==> src/rtl/core/best_fit_bin_packer_macros.svh <==
// Assertion macros shared by the best-fit bin packer RTL.
`ifndef BEST_FIT_BIN_PACKER_MACROS_SVH
`define BEST_FIT_BIN_PACKER_MACROS_SVH
`ifndef NO_ASSERTIONS
`define BFBP_ASSERT_NOW(label, ante, cons) \
    label: assert property (@(posedge i_clk) disable iff (!i_rst_n) (ante) |-> (cons)) \
        else $error("bfbp: same-cycle check failed");
`define BFBP_ASSERT_NEXT(label, ante, cons) \
    label: assert property (@(posedge i_clk) disable iff (!i_rst_n) (ante) |=> (cons)) \
        else $error("bfbp: next-cycle check failed");
`else
`define BFBP_ASSERT_NOW(label, ante, cons)
`define BFBP_ASSERT_NEXT(label, ante, cons)
`endif
`endif

==> src/rtl/core/bfbp_pkg.sv <==
// Shared types and constants of the best-fit bin packer.
`timescale 1ns / 1ps
package bfbp_pkg;

    localparam int SIZE_W   = 16;
    localparam int INDEX_W  = 6;
    localparam int USED_W   = 7;
    localparam int STATUS_W = 2;

    localparam logic [STATUS_W-1:0] ST_EXISTING = 2'd0;
    localparam logic [STATUS_W-1:0] ST_NEW      = 2'd1;
    localparam logic [STATUS_W-1:0] ST_TOOLARGE = 2'd2;
    localparam logic [STATUS_W-1:0] ST_FULL     = 2'd3;

    localparam logic [SIZE_W-1:0] CAP_RESET = 16'hFFFF;

    // Control from the sequencer to the fit unit.
    typedef struct packed {
        logic clear;   // start of a new scan
        logic vld;     // a bin word is presented this cycle
    } t_fit_ctl;

endpackage

==> src/rtl/core/bfbp_fit_unit.sv <==
// Shared subtract/compare unit that tracks the tightest fitting bin of a scan.
`timescale 1ns / 1ps
module bfbp_fit_unit #(
    parameter int AW = 6
) (
    input  logic                        i_clk,
    input  logic                        i_rst_n,
    input  bfbp_pkg::t_fit_ctl          i_ctl,
    input  logic [AW-1:0]               i_idx,
    input  logic [bfbp_pkg::SIZE_W-1:0] i_space,
    input  logic [bfbp_pkg::SIZE_W-1:0] i_size,
    output logic                        o_found,
    output logic [AW-1:0]               o_best_idx,
    output logic [bfbp_pkg::SIZE_W-1:0] o_best_left
);

    logic                        r_found;
    logic [AW-1:0]               r_best_idx;
    logic [bfbp_pkg::SIZE_W-1:0] r_best_left;

    logic [bfbp_pkg::SIZE_W:0]   diff;
    logic                        fits;
    logic                        better;

    // Borrow out of the subtract says the item does not fit.
    assign diff   = {1'b0, i_space} - {1'b0, i_size};
    assign fits   = ~diff[bfbp_pkg::SIZE_W];
    assign better = fits && (!r_found || (diff[bfbp_pkg::SIZE_W-1:0] < r_best_left));

    always_ff @(posedge i_clk) begin
        if (!i_rst_n) begin
            r_found <= 1'b0;
        end else if (i_ctl.clear) begin
            r_found <= 1'b0;
        end else if (i_ctl.vld && better) begin
            r_found <= 1'b1;
        end
    end

    // Strict less-than keeps the lowest index on ties.
    always_ff @(posedge i_clk) begin
        if (!i_ctl.clear && i_ctl.vld && better) begin
            r_best_idx  <= i_idx;
            r_best_left <= diff[bfbp_pkg::SIZE_W-1:0];
        end
    end

    assign o_found     = r_found;
    assign o_best_idx  = r_best_idx;
    assign o_best_left = r_best_left;

endmodule

==> src/rtl/core/best_fit_bin_packer.sv <==
// Best-fit bin packer: one bin scanned per cycle from a bin table with one write and one read port.
// Flow: an item is scanned against every open bin (skipped for an oversized
// item), then decided in the final state; busy drops in the o_done strobe cycle.
// A new item is accepted only while busy is low, as the scan reads one table entry per cycle.
// Reset clears the open-bin count and sequencer; bin_capacity resets to 65535.
// The receiver cannot stall: o_done marks a result valid for one cycle.
`timescale 1ns / 1ps
`include "best_fit_bin_packer_macros.svh"
module best_fit_bin_packer #(
    parameter int MAX_BINS = 64
) (
    input  logic                          i_clk,
    input  logic                          i_rst_n,
    // command side
    input  logic                          start,
    output logic                          busy,
    input  logic [bfbp_pkg::SIZE_W-1:0]   i_item_size,
    input  logic                          i_last_item,
    // result side
    output logic                          o_done,
    output logic [bfbp_pkg::INDEX_W-1:0]  o_bin_index,
    output logic [bfbp_pkg::USED_W-1:0]   o_bins_used,
    output logic [bfbp_pkg::STATUS_W-1:0] o_place_status,
    output logic [bfbp_pkg::SIZE_W-1:0]   o_space_left,
    // configuration
    input  logic                          psel,
    input  logic                          penable,
    input  logic                          pwrite,
    input  logic [1:0]                    paddr,
    input  logic [31:0]                   pwdata,
    output logic [31:0]                   prdata,
    output logic                          pready
);

    localparam int AW = $clog2(MAX_BINS);
    localparam int CW = $clog2(MAX_BINS + 1);
    localparam int SW = bfbp_pkg::SIZE_W;

    localparam logic [1:0] S_IDLE = 2'd0;
    localparam logic [1:0] S_SCAN = 2'd1;
    localparam logic [1:0] S_FIN  = 2'd2;

    localparam logic [1:0] ADDR_CAP = 2'd0;

    logic [1:0]    r_state;
    logic [SW-1:0] r_cap;
    logic [CW-1:0] r_open;
    logic [CW-1:0] r_cnt;
    logic          r_rd_vld;
    logic [AW-1:0] r_rd_idx;
    logic [SW-1:0] r_rd_data;
    logic [SW-1:0] r_size;
    logic          r_last;
    logic          r_too_large;
    logic          r_done;
    logic [bfbp_pkg::INDEX_W-1:0]  r_bin_index;
    logic [bfbp_pkg::USED_W-1:0]   r_bins_used;
    logic [bfbp_pkg::STATUS_W-1:0] r_status;
    logic [SW-1:0] r_space_left;

    logic [SW-1:0] r_mem [MAX_BINS];

    logic                accept;
    logic                cfg_wr;
    logic                issue;
    bfbp_pkg::t_fit_ctl  fit_ctl;
    logic                fit_found;
    logic [AW-1:0]       fit_idx;
    logic [SW-1:0]       fit_left;

    logic                          fin_we;
    logic [AW-1:0]                 fin_idx;
    logic [SW-1:0]                 fin_left;
    logic [bfbp_pkg::STATUS_W-1:0] fin_status;
    logic [CW-1:0]                 fin_open;
    logic [AW+bfbp_pkg::INDEX_W-1:0] fin_idx_ext;
    logic [CW+bfbp_pkg::USED_W-1:0]  fin_open_ext;

    assign accept = start && !busy;
    assign busy   = (r_state != S_IDLE);
    assign cfg_wr = psel && penable && pwrite && pready;
    assign pready = 1'b1;
    assign prdata = {16'h0000, r_cap};

    assign issue = (r_state == S_SCAN) && (r_cnt < r_open);

    assign fit_ctl.clear = accept;
    assign fit_ctl.vld   = r_rd_vld;

    bfbp_fit_unit #(
        .AW(AW)
    ) u_fit (
        .i_clk      (i_clk),
        .i_rst_n    (i_rst_n),
        .i_ctl      (fit_ctl),
        .i_idx      (r_rd_idx),
        .i_space    (r_rd_data),
        .i_size     (r_size),
        .o_found    (fit_found),
        .o_best_idx (fit_idx),
        .o_best_left(fit_left)
    );

    // Placement decision, valid in the final state.
    always_comb begin
        fin_we     = 1'b0;
        fin_idx    = '0;
        fin_left   = '0;
        fin_status = bfbp_pkg::ST_FULL;
        fin_open   = r_open;
        priority if (r_too_large) begin
            fin_status = bfbp_pkg::ST_TOOLARGE;
        end else if (fit_found) begin
            fin_we     = 1'b1;
            fin_idx    = fit_idx;
            fin_left   = fit_left;
            fin_status = bfbp_pkg::ST_EXISTING;
        end else if (r_open < CW'(MAX_BINS)) begin
            fin_we     = 1'b1;
            fin_idx    = r_open[AW-1:0];
            fin_left   = r_cap - r_size;
            fin_status = bfbp_pkg::ST_NEW;
            fin_open   = r_open + CW'(1);
        end else begin
            fin_status = bfbp_pkg::ST_FULL;
        end
    end

    // Fit the index and count to the result field widths.
    assign fin_idx_ext  = {{bfbp_pkg::INDEX_W{1'b0}}, fin_idx};
    assign fin_open_ext = {{bfbp_pkg::USED_W{1'b0}}, fin_open};

    always_ff @(posedge i_clk) begin
        if (!i_rst_n) begin
            r_cap <= bfbp_pkg::CAP_RESET;
        end else if (cfg_wr && (paddr == ADDR_CAP)) begin
            r_cap <= pwdata[SW-1:0];
        end
    end

    always_ff @(posedge i_clk) begin
        if (!i_rst_n) begin
            r_state  <= S_IDLE;
            r_open   <= '0;
            r_cnt    <= '0;
            r_rd_vld <= 1'b0;
            r_done   <= 1'b0;
        end else begin
            r_done <= (r_state == S_FIN);
            unique case (r_state)
                S_IDLE: begin
                    r_cnt    <= '0;
                    r_rd_vld <= 1'b0;
                    if (accept) begin
                        r_state <= (i_item_size > r_cap) ? S_FIN : S_SCAN;
                    end
                end
                S_SCAN: begin
                    r_rd_vld <= issue;
                    if (issue) begin
                        r_cnt <= r_cnt + CW'(1);
                    end else if (!r_rd_vld) begin
                        r_state <= S_FIN;
                    end
                end
                S_FIN: begin
                    r_open  <= r_last ? '0 : fin_open;
                    r_state <= S_IDLE;
                end
                default: begin
                    r_state <= S_IDLE;
                end
            endcase
        end
    end

    always_ff @(posedge i_clk) begin
        if (accept) begin
            r_size      <= i_item_size;
            r_last      <= i_last_item;
            r_too_large <= (i_item_size > r_cap);
        end
        r_rd_idx <= r_cnt[AW-1:0];
        if (r_state == S_FIN) begin
            r_bin_index  <= fin_idx_ext[bfbp_pkg::INDEX_W-1:0];
            r_bins_used  <= fin_open_ext[bfbp_pkg::USED_W-1:0];
            r_status     <= fin_status;
            r_space_left <= fin_left;
        end
    end

    // Bin table: one write and one registered read per cycle.
    always_ff @(posedge i_clk) begin
        if ((r_state == S_FIN) && fin_we) begin
            r_mem[fin_idx] <= fin_left;
        end
        r_rd_data <= r_mem[r_cnt[AW-1:0]];
    end

    assign o_done         = r_done;
    assign o_bin_index    = r_bin_index;
    assign o_bins_used    = r_bins_used;
    assign o_place_status = r_status;
    assign o_space_left   = r_space_left;

    `BFBP_ASSERT_NOW(a_reject_zero, o_done && ((o_place_status == bfbp_pkg::ST_TOOLARGE) || (o_place_status == bfbp_pkg::ST_FULL)), (o_bin_index == '0) && (o_space_left == '0))
    `BFBP_ASSERT_NEXT(a_fin_strobes, r_state == S_FIN, o_done && !busy)
    `BFBP_ASSERT_NEXT(a_accept_busy, accept, busy)
    `BFBP_ASSERT_NOW(a_open_bound, 1'b1, r_open <= CW'(MAX_BINS))
    `BFBP_ASSERT_NOW(a_scan_bound, r_state == S_SCAN, r_cnt <= r_open)

endmodule
==> config.mk <==
export PLATFORM = sky130hd
export DESIGN_NAME = best_fit_bin_packer
export DESIGN_NICKNAME = d
export VERILOG_FILES = /design/src/rtl/core/bfbp_pkg.sv /design/src/rtl/core/bfbp_fit_unit.sv /design/src/rtl/core/best_fit_bin_packer.sv
export VERILOG_INCLUDE_DIRS = /design/src /design/src/rtl/core
export SDC_FILE = /design/constraint.sdc
export NUM_CORES = 1
export LEC_CHECK = 0
export BUFFER_PORTS_ARGS = -buffer_cell sky130_fd_sc_hd__buf_4
export CAP_MARGIN = 0
export CORE_MARGIN = 2
export CORE_UTILIZATION = 60
export DETAILED_ROUTE_END_ITERATION = 12
export PLACE_DENSITY = 0.83
export SKIP_LAST_GASP = 1
export SLEW_MARGIN = 10
export SYNTH_ARGS = -nofsm -noshare
export SYNTH_HDL_FRONTEND = slang
export SYNTH_SLANG_ARGS = --single-unit
==> constraint.sdc <==
create_clock -name i_clk -period 6.2 [get_ports i_clk]
set_clock_uncertainty 0.2 [all_clocks]
set_input_delay 0.93 -clock i_clk [delete_from_list [all_inputs] [get_ports i_clk]]
set_output_delay 0.93 -clock i_clk [all_outputs]
set_load 0.005 [all_outputs]
# Yosys cells after proc, flatten, opt, wreduce, memory -nomap -nowiden
# Memory sizes are Yosys's and may differ from the RTL's. A register that Yosys moved wholly into a read port is not among the register bits.
# Index checks and enable logic that the tools add are counted.
dict set report word_totals {
  wordCells 82
  ramBits 1024
  mem_count 1
  reg_bits 112
}
# name words word_bits read_ports rd_ports_with_merged_regs write_ports line
set memory_table {}
lappend memory_table {r_mem 64 16 1 1 1 best_fit_bin_packer.sv:61} ;# logic [SW-1:0] r_mem [MAX_BINS];
dict set report op_classes {
  bitwise_logic 2
  mux 25
  add_sub_neg 4
  reduce_logical 22
  n_eq_ne 6
  magnitude_cmp 4
}
# cell n
set op_table {}
lappend op_table {{16-bit 2-to-1 mux} 3}
lappend op_table {{7-bit 2-to-1 mux} 5}
lappend op_table {{6-bit 2-to-1 mux} 3}
lappend op_table {{16-bit by 16-bit subtractor with 17-bit output} 1}
lappend op_table {{16-bit > comparator} 1}
lappend op_table {{16-bit < comparator} 1}
lappend op_table {{16-bit subtractor} 1}
lappend op_table {{7-bit by 1-bit adder with 7-bit output (second input constant)} 2}
lappend op_table {{7-bit one-hot mux with 2 select lines} 1}
lappend op_table {{2-bit 2-to-1 mux} 6}
lappend op_table {{1-bit logical AND} 10}
lappend op_table {{2-bit != test (second input constant)} 4}
lappend op_table {{7-bit < comparator} 1}
lappend op_table {{7-bit < comparator (second input constant)} 1}
lappend op_table {{1-bit 2-to-1 mux} 5}
lappend op_table {{2-bit logical NOT} 2}
lappend op_table {{2-bit one-hot mux with 2 select lines} 1}
lappend op_table {{2-bit nonzero test} 2}
lappend op_table {{2-bit OR reduction} 2}
lappend op_table {{1-bit logical NOT} 3}
lappend op_table {{3-bit AND reduction} 1}
lappend op_table {{2-bit by 1-bit equality test with 1-bit output (second input constant)} 1}
lappend op_table {{2-bit equality test (second input constant)} 1}
lappend op_table {{1-bit inverter} 2}
lappend op_table {{other kinds (3)} 3}

# Depth between registers and ports, before layout
# Gate-level depths: netlist of run 1.
dict set report depth {
  word_depth 7
  depth_mapped 15
  ltp_nobuf 15
}

# Cells and area by module
# From an unflattened synthesis of run 1, not the netlist that was laid out.
dict set report hier_totals {
  cells_unflattened 2498
  area_unflattened_um2 46379.5
}
# mod cells_each seq_area_each_um2 area_each_um2 n_inst
set by_module_without_submodules {}
lappend by_module_without_submodules {best_fit_bin_packer 2305 33342.0 44466.4 1}
lappend by_module_without_submodules {bfbp_fit_unit 193 680.7 1913.1 1}

# Least setup slack after synthesis of run 1
# No wires, ideal clock.
dict set report synth_path {
  path_type {register -> register}
  start {register r_cap[0]}
  end {register r_space_left[14] (netlist: o_space_left[14]) (data pin)}
  period_less_slack_ps 5338
  stages_incl_launch_ff 12
  t_arrival_ps 4429
  path_slack_ps 862
  setup_time_ps 709
  required_time_ps 5291
  cell_sequence {dfxtp_1 -> inv_1 -> ha_1 -> inv_1 -> fa_1 -> a21oi_1 -> o21a_1 -> o31ai_1 -> nand2_1 -> o21ai_0 -> xnor2_1 -> o21ai_0}
}
dict set report synth_between {
  elab_chain_len 4
}
# element line
set synth_rtl {}
lappend synth_rtl {{start, declared} best_fit_bin_packer.sv:46} ;# logic [SW-1:0] r_cap;
lappend synth_rtl {{start signal, assigned} best_fit_bin_packer.sv:135} ;# r_cap <= bfbp_pkg::CAP_RESET;
lappend synth_rtl {{start signal, assigned} best_fit_bin_packer.sv:137} ;# r_cap <= pwdata[SW-1:0];
lappend synth_rtl {{16-bit subtractor} best_fit_bin_packer.sv:121} ;# fin_left = r_cap - r_size;
lappend synth_rtl {{16-bit 2-to-1 mux} best_fit_bin_packer.sv:118} ;# end else if (r_open < CW'(MAX_BINS)) begin
lappend synth_rtl {{16-bit 2-to-1 mux} best_fit_bin_packer.sv:113} ;# end else if (fit_found) begin
lappend synth_rtl {{16-bit 2-to-1 mux} best_fit_bin_packer.sv:111} ;# priority if (r_too_large) begin
lappend synth_rtl {{via fin_left[14]} best_fit_bin_packer.sv:73} ;# logic [SW-1:0] fin_left;
lappend synth_rtl {{end signal, assigned} best_fit_bin_packer.sv:188} ;# r_space_left <= fin_left;
lappend synth_rtl {{end, declared} best_fit_bin_packer.sv:59} ;# logic [SW-1:0] r_space_left;
# The timed path passes the listed nets, and every way through them passes these cells.
# A chain may end at the register's enable or synchronous reset.

# Worst setup path in the final report of run 1
dict set report layout_path {
  start {register r_size[1]}
  end {register u_fit.r_best_idx[3] (netlist: u_fit.o_best_idx[3]), enable pin}
}
dict set report layout_between {
  elab_chain_len 5
  elab_cells_between_ends 6
  cone_classes {1 x add/sub; 1 x order compare; 1 x bitwise; 3 x reduce/logical}
}
# element line
set layout_rtl {}
lappend layout_rtl {{start, declared} best_fit_bin_packer.sv:52} ;# logic [SW-1:0] r_size;
lappend layout_rtl {{start signal, assigned} best_fit_bin_packer.sv:179} ;# r_size <= i_item_size;
lappend layout_rtl {{16-bit by 16-bit subtractor with 17-bit output} bfbp_fit_unit.sv:26} ;# assign diff = {1'b0, i_space} - {1'b0, i_size};
lappend layout_rtl {{via u_fit.diff (one bit)} bfbp_fit_unit.sv:21} ;# logic [bfbp_pkg::SIZE_W:0] diff;
lappend layout_rtl {{16-bit < comparator} bfbp_fit_unit.sv:28} ;# assign better = fits && (!r_found || (diff[bfbp_pkg::SIZE_W-1:0] < r_best_left));
lappend layout_rtl {{1-bit logical OR} bfbp_fit_unit.sv:28}
lappend layout_rtl {{1-bit logical AND} bfbp_fit_unit.sv:28}
lappend layout_rtl {{1-bit logical AND} bfbp_fit_unit.sv:42} ;# if (!i_ctl.clear && i_ctl.vld && better) begin
lappend layout_rtl {{end signal, assigned} bfbp_fit_unit.sv:43} ;# r_best_idx <= i_idx;
lappend layout_rtl {{end, declared} bfbp_fit_unit.sv:18} ;# logic [AW-1:0] r_best_idx;
# The timed path passes the listed nets, and every way through them passes these cells.

==> results by group, run 1 <==
Status
  – Outcome: complete, no violations

Global routing
  – Largest net degree at the start of global routing: 83
  – Vias in the first global route: approximately 25000
  – First-pass GRT wire length: 171000 µm
  – Antenna violations before repair: 3
  – GR Util All Layers: 30.1%
  – Overflow after GRT: 0

Timing
  – Final period util: 69.5%
  – Upper clock frequency limit: 0.232 GHz
  – Final hold vios: 0
  – Setup ws final: 1890 ps
  – RSZ-0062 raised after global routing: false
  – Worst-Margin Slew: 1420 ps
  – Setup TNS: 0 ps
  – Max-slew headroom: 4.57%
  – Max Slew Vio Count: 0
  – Final Setup Violations: 0
  – Tmin final: 4310 ps

Finish
  – Commonest cells after routing, fill and taps aside: edfxtp_1 (1095), mux4_2 (212), buf_4 (186), mux2i_1 (156), nor2_1 (127)
  – Most common cell after layout, fill and taps aside: edfxtp_1
  – Final nets: 2766
  – Share of layout cells above drive strength 1: 21.6%
  – Filler Cells Inserted: 4493
  – Reg area: ~34000 µm²
  – Area grow syn2layout: 12.0%
  – Area taken by multi-input logic gates: 11400 µm²

Logic synthesis
  – Synth area leader: edfxtp_1
  – Ranking of synthesized cells by area: edfxtp_1 (71%), mux4_2 (10%), mux2i_1 (3.4%)
  – YS warnings: 0
  – Synth Cell Area: 46300 µm²
  – Yosys top cell area share: 70.9%
  – Top_reg_cell synth: edfxtp_1
  – Flops & latches, synth: 1152
  – Netlist cell types: 69
  – Asr flop ratio synth: 0%
  – Post-synth EDFFs: about 1100
  – Synth Instances: between 2000 and 2500
  – Part of the Yosys area used for sequential elements: 73.4%
  – Avg Cell Area, Syn: between 15 and 20 µm²

Placement
  – Hpwl dp: 66200 µm
  – IO buf count: slightly below 90
  – Gpl congestion: 0.899
  – Pre-CTS setup slack: ~1900 ps

Drt
  – TritonRoute pass-1 iters: 8
  – DR vias: 25469
  – Residual DRC: 0
  – Via-to-Cell Ratio: slightly below 7
  – WL final: approximately 120000 µm
  – Antenna viol nets, final: 0
  – Routed len/inst: 31.5 µm
  – DR iter-0 viols: 3621

Job
  – # Max-Cap Violations: 0

Setup path
  – Origin of the critical flop-to-flop path: r_size[1]
  – R2r setup slk: roughly 1900 ps
  – Buf/Inv on CP: 2
  – Cell depth of the worst flop-to-flop path: 15
  – CP Max Fanout: 22
  – CP max stage delay: 430 ps
  – Crit Path Class: flop to flop
  – Cells along the critical path: inv_1 -> ha_1 -> nor2b_1 -> o31a_1 -> or3_1 -> a21oi_1 -> o21bai_1 -> a21oi_1 -> xnor2_1 -> ha_1 -> a2111o_1 -> nor3_1 -> nor3_1 -> nor3_2 -> buf_4
  – Element type at the critical path end: flop
  – CP arrival: between 4000 and 5000 ps
  – R2R Path End: u_fit.o_best_idx[3]
  – Startpoint Class: flop
  – Delay-heaviest family, CP: compound AO/OA/AOI/OAI gates
  – CP max-delay cell: edfxtp_1
  – Req. time, crit path: 6320 ps

Floorplan
  – Die ar.: 79500 µm²
  – Die height: 282 µm
  – Cell Rows: 101
  – Starting Density: 60.8%
  – Chip width: 282 µm
  – Core ar.: 76200 µm²
  – Total I/O pin count: 123

Clock network
  – Setup Buffers After CTS: 0
  – Post-CTS sizing: 0
  – Clock transition at the registers of the reported paths: about 60 ps
  – CTS Buf Count: roughly 110
  – CTS tree: yes
  – Clock Sinks: roughly 1200
  – Worst-Skew Late Latency: 670 ps
  – H-tree levels: 3
  – Post-CTS Hold Buffers: 0
  – Clock root cell: clkbuf_16
  – Max clock buf depth: 3

Worst hold path
  – HP Class: flop to flop
  – Worst Hold Launch: r_rd_idx[0]
  – Worst hold endpoint: u_fit.o_best_idx[0]
  – Hold path cells: 0

Pwr
  – Pwr dens: between 300 and 400 nW/µm²
  – Worst vdd ir: roughly 0.25 mV
  – Leakage: 16.6 nW
flip-flops by register name, indices dropped and copies added (netlist names), 7 cells and up:
name / cells
r_rd_data: 16
o_bins_used: 7
o_space_left: 16
r_cap: 16
r_open: 7
r_mem: 1024
u_fit.o_best_left: 16
r_cnt: 7
r_size: 16
cells by family after synthesis:
logic type / synth area share, %
DFF: 73.4
muxes: 13.9
AOI/OAI and AO/OA: 4.88
and+or+nand+nor: 2.68
buffers and inverters: 2.42
adders and majority gates: 2.00
xor gates and xnor gates: 0.680
other: 0.0162
worst reg2reg max path, stage by stage (launching register included):
cell and delay [ps]:
edfxtp_1 430, inv_1 180, ha_1 260, nor2b_1 150, o31a_1 290, or3_1 370
a21oi_1 230, o21bai_1 100, a21oi_1 180, xnor2_1 180, ha_1 280, a2111o_1 380
nor3_1 170, nor3_1 90, nor3_2 150, buf_4 320
where the power goes:
group	internal [mW]	switching, mW	total [mW]
clock network	3.59	2.80	6.39
logic	0.170	0.551	0.721
registers	8.76	0.0140	8.78
total	12.5	3.37	15.9
cell type report:
class | count | area share [%]
Antenna cell | 2 | 0.00964
Clock buffer | 132 | 5.50
Clock inverter | 58 | 0.984
Inverter | 67 | 0.485
Multi-Input combinational cell | 1114 | 22.0
Sequential cell | 1152 | 65.6
Tap cell | 1030 | 2.48
Timing Repair Buffer | 192 | 2.94
metal layers:
layer / wire, µm / part of all wire, % / track usage (%) / vias to the layer above
met2: 56000 / 48 / 47.5 / 2067
met3: 13900 / 12 / 6.94 / 429
met1: 40500 / 34 / 39.3 / 12717
met5: 11 / 0.0093 / 0 / -
met4: 7450 / 6.3 / 16.8 / 2
li1: - / - / - / 10254
through the flow:
stage / power (mW) / cell area (µm²) / hold WS, ps / util [%] / cells
final: 15.9 / 51900 / 203 / 68.1 / 3747
after global routing: 16.3 / 51900 / 212 / 68.1 / 3745
after CTS: 15.9 / 51900 / 204 / 68.1 / 3744
after detailed placement: 9.64 / 48500 / 189 / 63.6 / 3554
after global placement: 9.59 / 48500 / 186 / 63.6 / 3554
after floorplan: 9.34 / 46400 / 155 / - / 2461
worst max path at each step:
stage                     slack (ps)  startpoint  cells after the start                   end
final                           1890   r_size[1]                     15   u_fit.o_best_idx[3]
after detailed placement        1940   r_size[1]                     15  u_fit.o_best_left[2]
after global routing            1570   r_size[1]                     15   u_fit.o_best_idx[2]
after floorplan                  860    r_cap[0]                     11      o_space_left[14]
after global placement          1970   r_size[1]                     15  u_fit.o_best_left[0]
after CTS                       1880   r_size[1]                     15   u_fit.o_best_idx[3]
synthesized netlist by cell type (4+ instances only):
library cell  count
a21o_1           19
o21a_1           12
nor3_1           21
o211ai_1         18
buf_8             6
a21oi_1          77
inv_1            67
o221ai_1         21
nand2b_1         14
xnor2_1          21
o221a_1           4
nand2_1          64
buf_6            18
a211oi_2          4
clkbuf_1         40
a221oi_1          5
a211oi_1         28
o22ai_1          26
buf_4            31
mux2i_1         156
o21ai_0          49
xor2_1           15
a31oi_1           5
ha_1             71
nand3_1          16
a22oi_1          28
o21ai_1           8
mux4_2          212
edfxtp_1       1095
a211o_1           5
dfxtp_1          57
nor2b_1          11
buf_2            28
nand4_1           7
nor2_1          127
Note: power is estimated with default switching activity, not from simulation.
==> run 2, diff against run 1 <==
--- a/config.mk
+++ b/config.mk
@@ -9,9 +9,9 @@
 export BUFFER_PORTS_ARGS = -buffer_cell sky130_fd_sc_hd__buf_4
 export CAP_MARGIN = 0
 export CORE_MARGIN = 2
-export CORE_UTILIZATION = 60
+export CORE_UTILIZATION = 56
 export DETAILED_ROUTE_END_ITERATION = 12
-export PLACE_DENSITY = 0.83
+export PLACE_DENSITY = 0.82
 export SKIP_LAST_GASP = 1
 export SLEW_MARGIN = 10
 export SYNTH_ARGS = -nofsm -noshare
==> constraint.sdc (replaced) <==
create_clock -name i_clk -period 3.45 [get_ports i_clk]
set_clock_uncertainty 0.2 [all_clocks]
set_input_delay 0.5175 -clock i_clk [delete_from_list [all_inputs] [get_ports i_clk]]
set_output_delay 0.5175 -clock i_clk [all_outputs]
set_load 0.005 [all_outputs]
==> run 2 against run 1 <==
The run now ends with negative setup slack left. First-iteration DRC count up 1.9%. Combinational power up 100%. Clock power up 82%. Non-clock buffer count up 161. Core utilization down 2.6 points. Worst hold slack worse by 70 ps. Clock-buffer cell count down 10. Global-route usage down 2.5 points. Highest routed layer unchanged. Sequential share of layout area down 2.2 points. Fmax up 8.8%. Power up 82%.
==> results by group, run 2 (same netlist as run 1, synthesis figures left out) <==
Status
  – Outcome: finished, violations left
  – Failing checks: negative setup slack

Placement
  – Pre-CTS setup slack: -479 ps
  – Inst Count DP: between 3000 and 4000
  – Gpl congestion: 0.926
  – Hpwl dp: ~69000 µm
  – IO buf count: between 80 and 90

Timing
  – Final period util: 115%
  – Tmin final: 3960 ps
  – RSZ-0062 raised after global routing: true
  – Hold_ws: between 100 and 150 ps
  – Max-slew headroom: 39.0%
  – Max Slew Vio Count: 0
  – Final hold vios: 0
  – Setup ws final: -514 ps
  – Upper clock frequency limit: 0.252 GHz
  – Final Setup Violations: 23
  – Worst-Margin Slew: 909 ps

Finish
  – # diodes: 0
  – Most common cell after layout, fill and taps aside: edfxtp_1
  – Area grow syn2layout: 15.9%
  – Commonest cells after routing, fill and taps aside: edfxtp_1 (1095), buf_4 (275), mux4_2 (212), mux2i_1 (156), nor2_1 (126)
  – Fin cells: 3951
  – Filler Cells Inserted: 4988
  – Final nets: a little under 3000
  – Most flops, register: r_mem
  – Share of layout cells above drive strength 1: 25.4%
  – Max FFs per register: just over 1000

Global routing
  – Antenna violations before repair: 6
  – Met1 GRT Util: between 30% and 40%
  – GR Util All Layers: 27.6%
  – Overflow after GRT: 0
  – Vias in the first global route: 26286
  – Met3 global-route usage: 6.13%
  – Met2 usage: between 40% and 50%
  – First-pass GRT wire length: between 150000 and 200000 µm
  – Gr busiest metal: met2
  – Largest net degree at the start of global routing: 66

Floorplan
  – Total I/O pin count: 123
  – Die ar.: ~85000 µm²
  – Chip width: between 200 and 300 µm
  – Cell Rows: 105
  – Die height: 292 µm
  – Starting Density: 56.5%
  – Core ar.: 82000 µm²

Clock network
  – CTS Buf Count: 107
  – Clock root cell: clkbuf_16
  – Max clock buf depth: 3
  – Clock Sinks: 1152
  – H-tree levels: 3
  – Clock transition at the registers of the reported paths: 70 ps
  – CTS tree: yes
  – Worst-Skew Late Latency: 700 ps

Setup path
  – Element type at the critical path end: flop
  – Req. time, crit path: 3630 ps
  – CP arrival: 4140 ps
  – CP Max Fanout: 11
  – Startpoint Class: flop
  – Crit Path Class: flop to flop

Drt
  – Via-to-Cell Ratio: 6.57
  – DR iter-0 viols: 3691
  – Residual DRC: 0
  – TritonRoute pass-1 iters: 8
  – Antenna viol nets, final: 0
  – DR vias: between 20000 and 30000
  – Routed len/inst: roughly 30 µm
  – WL final: 117000 µm

Job
  – # Max-Cap Violations: 0

Pwr
  – Leakage: 17.4 nW
  – Pwr dens: 537 nW/µm²
  – Worst vdd ir: 0.362 mV

Worst hold path
  – HP Class: input pin to flop
run 2: cell count changes in the layout (fill, tap and decap cells not counted), sizes merged:
cell         delta
buf           +112
bufinv          +2
clkbuf         -10
clkinv          +4
clkinvlp        +7
diode           -2
dlygate4sd3    +49
inv             +2
run 2: final timing paths:
path                          endpoint  slack, ps  cells after the start         from
setup / recovery  u_fit.o_best_left[3]       -510                     16    r_size[1]
hold / removal                r_cnt[6]        130                      3      i_rst_n
setup reg to reg  u_fit.o_best_left[3]       -510                     16    r_size[1]
hold reg to reg    u_fit.o_best_idx[1]        200                      0  r_rd_idx[1]
run 2: layer usage:
layer	routed length, µm	share of wire (%)
met1	42400	36
met2	56100	48
met3	13000	11
met5	27	0.023
met4	5690	4.9
run 2: layout make-up:
class	instances	area [µm²]	area share [%]
Clock buffer	122	2770	5.15
Clock inverter	73	676	1.26
Inverter	67	251	0.468
Multi-Input combinational cell	1114	11500	21.5
Sequential cell	1152	34000	63.3
Tap cell	1070	1340	2.49
Timing Repair Buffer	353	3130	5.83
run 2: report_power, final:
group	total, mW	switching, mW	internal (mW)
logic	1.47	1.04	0.437
registers	15.8	0.0247	15.7
clock network	11.6	5.13	6.52
total	28.9	6.19	22.7
run 2: worst max-delay path, cell delays in order (launching register included):
cell	delay, ps
edfxtp_1	410
inv_2	100
ha_4	200
nor2b_4	120
o31a_1	310
or3_4	410
a21oi_4	140
o21bai_1	90
a21oi_2	170
xnor2_2	140
ha_1	260
a2111o_1	410
o211ai_1	210
nor3_2	90
nor3_4	130
buf_4	150
buf_12	130
run 2: per-stage QoR:
step | setup TNS, ps | cell area [µm²] | utilization [%] | total power [mW]
finish | -10800 | 53700 | 65.6 | 28.9
global route | -13790 | 53700 | 65.6 | 29.6
CTS | -9670 | 53700 | 65.5 | 28.9
detailed placement | -10510 | 49700 | 60.6 | 17.4
global placement | -8900 | 49700 | 60.6 | 17.3
floorplan | -12660 | 46500 | - | 16.7
run 2: repair_timing:
item	in CTS	in global routing
pin swaps	2	3
resized for setup	3	13
setup buffers	7	0
cloned	1	0
setup endpoints to repair	22	127
endpoints found under the hold margin	33	0
hold buffers	49	0
